## config.mk

```make
export PLATFORM = sky130hd
export DESIGN_NAME = iscc_front
export DESIGN_NICKNAME = d
export VERILOG_FILES = /design/src/rtl/core/iscc_pkg.sv /design/src/rtl/core/iscc_front.sv
export SDC_FILE = /design/constraint.sdc
export NUM_CORES = 1
export LEC_CHECK = 0
export ABC_AREA = 1
export BUFFER_PORTS_ARGS = -buffer_cell sky130_fd_sc_hd__buf_2
export CORE_ASPECT_RATIO = 1.4
export CORE_MARGIN = 2
export CORE_UTILIZATION = 45
export DETAILED_ROUTE_END_ITERATION = 8
export PLACE_DENSITY = 0.71
export SETUP_SLACK_MARGIN = 0.1
export SYNTH_ARGS = -nofsm -noshare
export SYNTH_HDL_FRONTEND = slang
export SYNTH_SLANG_ARGS = --single-unit
export TNS_END_PERCENT = 20
```

## constraint.sdc

```tcl
create_clock -name clk -period 4.3 [get_ports clk]
set_clock_uncertainty 0.05 [all_clocks]
set_input_delay 0.645 -clock clk [delete_from_list [all_inputs] [get_ports clk]]
set_output_delay 0.645 -clock clk [all_outputs]
set_load 0.01 [all_outputs]
```

## src/rtl/core/iscc_pkg.sv

```systemverilog
// iscc_pkg: shared types and constants of the interpolation search counter
// no dependencies
package iscc_pkg;

    localparam int unsigned DEFAULT_TABLE_DEPTH = 1024;
    localparam int unsigned DEFAULT_QUEUE_DEPTH = 2;
    localparam int unsigned INDEX_W = 10;
    localparam int unsigned VALUE_W = 16;
    localparam int unsigned SIZE_W = 11;
    localparam int unsigned COUNT_W = 12;
    localparam logic [COUNT_W-1:0] COUNT_MAX = '1;

    typedef enum logic
    {
        CMD_LOAD = 1'b0,
        CMD_SEARCH = 1'b1
    } cmd_t;

    localparam logic [0:0] REG_TABLE_SIZE = 1'b0;

    typedef struct packed
    {
        logic                 search;
        logic [INDEX_W-1:0]   entry_index;
        logic [VALUE_W-1:0]   item_value;
    } op_t;

    typedef enum logic [3:0]
    {
        ST_IDLE,
        ST_RD_BOUNDS,
        ST_WAIT_BOUNDS,
        ST_CHECK,
        ST_MUL,
        ST_DIV,
        ST_RD_PROBE,
        ST_WAIT_PROBE,
        ST_COMPARE,
        ST_DONE
    } exec_state_t;

endpackage

```

## src/rtl/core/iscc_front.sv

```systemverilog
// iscc_front: accepts input words, classifies them and queues them
// depends on iscc_pkg
module iscc_front
    import iscc_pkg::*;
#(
    parameter int unsigned QUEUE_DEPTH = DEFAULT_QUEUE_DEPTH
)
(
    input  logic     clk,
    input  logic     rst_n,
    input  logic     in_valid,
    output logic     in_ready,
    input  logic     in_command,
    input  logic [INDEX_W-1:0] in_entry_index,
    input  logic [VALUE_W-1:0] in_item_value,
    output logic     op_valid,
    input  logic     op_ready,
    output op_t      op
);
    localparam int unsigned PTR_W = (QUEUE_DEPTH > 1) ? $clog2(QUEUE_DEPTH) : 1;
    localparam int unsigned CNT_W = $clog2(QUEUE_DEPTH + 1);

    op_t              queue_reg [QUEUE_DEPTH];
    logic [PTR_W-1:0] wr_ptr_reg, wr_ptr_next;
    logic [PTR_W-1:0] rd_ptr_reg, rd_ptr_next;
    logic [CNT_W-1:0] fill_reg, fill_next;
    logic             push, pop;
    op_t              in_op;

    assign in_ready = (fill_reg != CNT_W'(QUEUE_DEPTH));
    assign op_valid = (fill_reg != '0);
    assign push = in_valid && in_ready;
    assign pop = op_valid && op_ready;
    assign op = queue_reg[rd_ptr_reg];

    always_comb
    begin
        in_op.search = (cmd_t'(in_command) == CMD_SEARCH);
        in_op.entry_index = in_entry_index;
        in_op.item_value = in_item_value;
        wr_ptr_next = wr_ptr_reg;
        rd_ptr_next = rd_ptr_reg;
        if (push)
        begin
            wr_ptr_next = (wr_ptr_reg == PTR_W'(QUEUE_DEPTH - 1)) ? '0 : wr_ptr_reg + 1'b1;
        end
        if (pop)
        begin
            rd_ptr_next = (rd_ptr_reg == PTR_W'(QUEUE_DEPTH - 1)) ? '0 : rd_ptr_reg + 1'b1;
        end
        fill_next = fill_reg + CNT_W'(push) - CNT_W'(pop);
    end

    always_ff @(posedge clk or negedge rst_n)
    begin
        if (!rst_n)
        begin
            wr_ptr_reg <= '0;
            rd_ptr_reg <= '0;
            fill_reg <= '0;
        end
        else
        begin
            wr_ptr_reg <= wr_ptr_next;
            rd_ptr_reg <= rd_ptr_next;
            fill_reg <= fill_next;
        end
    end

    always_ff @(posedge clk)
    begin
        if (push)
        begin
            queue_reg[wr_ptr_reg] <= in_op;
        end
    end

    a_fill_bound: assert property (@(posedge clk) disable iff (!rst_n)
        fill_reg <= CNT_W'(QUEUE_DEPTH)) else $error("queue overfilled");
    a_push_grows: assert property (@(posedge clk) disable iff (!rst_n)
        (push && !pop) |=> fill_reg == $past(fill_reg) + 1'b1) else $error("fill lost");
    a_empty_no_valid: assert property (@(posedge clk) disable iff (!rst_n)
        (fill_reg == '0) |-> !op_valid) else $error("valid on empty queue");
endmodule

```

==> metrics.txt <==
share of power burned in combinational logic=0.298; syn_area_per_cell=approximately 13 µm²; Crit path required time=3610 ps; cell count after synthesis=172; worst setup slack after placement=2030 ps; Peak VDD IR=0.441 mV; largest fanout on the critical path=28; starting density of the core=0.462; number of antenna violations at the first check in global routing=0; vias per cell=4.44; area used by multi-input combinational logic=408 µm²; leakage power total=roughly 1.2 nW; Seq. cell area=1720 µm²; CP dominant cell by count=nand2_1; run status=completed; setup repair bufs after CTS=0; Yosys warning total=0; remaining global-route overflow=0; most frequent cells in the layout=88 x nand2_1, 59 x buf_2, 54 x edfxtp_1, 9 x clkbuf_8, 6 x inv_1; post-synthesis register bit count=58; setup repair after global routing missed its margin=no; sequential element share of the synthesized area=0.782; Routed wire per std cell=around 12 µm; fraction of layout instances using a drive strength above 1=0.320; number of global-route vias before repair=around 1400; Clock transition at path regs=60 ps; buffer type at the clock tree root=clkbuf_8; endpoint of the lowest-slack register-to-register path=rd_ptr_reg; critical path class=flip-flop to output pin; die area=5480 µm²; remaining max-slew budget at the tightest pin=0.407; # clock sinks=58; Fin Hold WS=approximately 76 ps; worst-case setup margin in the final layout=1740 ps; Highest Clock Rate=391 MHz; Final Routed Wirelength=around 3700 µm; Boundary Pins=60; insertion delay of the later-clocked pin in the worst-skew pair=310 ps; gp weighted congestion=0.746; post-synthesis net count=204; Internal Power=1.24 mW; Critical Path Max Stage Delay=920 ps; Core ar.=4770 µm²; leading cell type in the layout, fill and taps excluded=nand2_1; max reg flops=54; Post-synth top flop=edfxtp_1; worst reg2reg startpoint=rd_ptr_reg; proportion of power drawn by the clock network=0.240; Design Power=1.85 mW; Post-synth ARST share=0.0690; all-layer global routing usage=0.148; number of synthesized flops with an enable pin=54; reg-to-reg setup timing slack=approximately 2700 ps; fill count=430; clock tree from TritonCTS=done; power per standard cell area=677 nW/µm²; critical path cell sequence=inv_4 -> nand2_1 -> nand2_1 -> buf_2; Worst-Margin Slew=between 800 and 900 ps; Post-CTS Hold Fix Bufs=0; Hold Violations, Final=0; final net count=around 270; category of the worst setup path launch point=flip-flop; Data arrival, critical path=1870 ps; FF-to-FF path depth=2; final worst-path cycle share=0.595; final setup TNS=0 ps; count of maximum capacitance violations=0; maximum clock path buffer count=2; number of CTS-inserted buffers=9; maximum level of the CTS H-tree=3; Iter 0 DRT Violations=49; maximum number of pins on one net before global-route repair=29; global-route wire length before repair=5820 µm; vias after detailed routing=1367; Synth-to-Final Area Change=24.0%; total inserted antenna cells=0; Sw Ratio=0.330; iteration count of the initial detailed-routing pass=4; post-route DRC violation count=0; final setup violating endpoints=0; critical path capture point type=output pin; final number of max-transition violations=0; Reg power frac=0.462; final critical delay including setup and external delays=about 2600 ps; Rows=30; placed wire-length estimate after detailed placement=2590 µm; number of different library cells in the post-synthesis netlist=17; post-synth design cell area=2200 µm²; power dissipated by switching net loads=0.611 mW; Max stage delay cell, worst path=dfrtp_1; number of instances resized during post-cts repair=0; post-route antenna net violation count=0; vertical die dimension=approximately 87 µm; count of port buffers added during placement=59; die outline width=between 60 and 70 µm; HP Class=input pin to asynchronous set/reset pin
[power by group through the flow]
stage	Sequential (mW)	Clock [mW]	Combinational, mW
floorplan	0.820	0	0.404
global placement	0.863	0	0.557
detailed placement	0.867	0	0.567
CTS	0.856	0.459	0.570
global route	0.872	0.479	0.632
finish	0.854	0.445	0.551
[area by class of cell]
| class | instances | share of cell area |
|---|---|---|
| clock buffers | 12 | 0.0495 |
| clock inverters | 4 | 0.0156 |
| inverters | 8 | 0.0119 |
| multi-input cells | 101 | 0.149 |
| flip-flops and latches | 58 | 0.631 |
| well taps | 64 | 0.0293 |
| repair buffers | 61 | 0.114 |
[per-stage QoR]
stage | instance area, µm² | cells | utilization
after floorplan | 2200 | 172 | -
after global placement | 2550 | 292 | 0.535
after detailed placement | 2550 | 292 | 0.535
after global routing | 2730 | 308 | 0.573
final | 2730 | 308 | 0.573
after CTS | 2730 | 308 | 0.573
[synthesized netlist by cell type, types with 2 or more instances]
master	instances	area, µm²
nand2_2	2	12.5
dfrtp_1	4	100
nand3_1	2	10.0
inv_1	6	22.5
nor2_1	4	15.0
edfxtp_1	54	1620
buf_6	2	22.5
buf_4	2	15.0
nand2_1	88	330
[routing by layer]
layer | track usage | vias to the layer above | share of wire
met1 | 0.141 | 617 | 0.38
met3 | 0.0649 | 8 | 0.057
met2 | 0.251 | 37 | 0.54
li1 | - | 705 | -
met4 | 0.107 | 0 | 0.026
met5 | 0 | - | 0
[cell families after synthesis]
kind of cell / share of synthesized area
AO/OA/AOI/OAI: 0.00454
XOR/XNOR: 0.00398
adder cells (fa/ha/maj): 0.00568
buffers and inverters: 0.0341
flip-flops: 0.782
AND/OR/NAND/NOR: 0.170
[how the worst max path moves through the flow]
stage | start | to | slack (ps) | cells past startpoint
final | rd_ptr_reg | op[26] | 1740 | 4
after detailed placement | rd_ptr_reg | op[26] | 2030 | 4
after CTS | rd_ptr_reg | op[26] | 1680 | 4
after global routing | rd_ptr_reg | op[18] | 1510 | 4
after global placement | rd_ptr_reg | op[15] | 2030 | 4
after floorplan | in_valid | queue_reg[0][0] | 1970 | 2
[worst max-delay path, delay by kind of cell (launching register included)]
kind	cells	cell delay, ps
buf+inv	2	420
simple gates	2	200
flops	1	920
(Power assumes the default switching activity.)
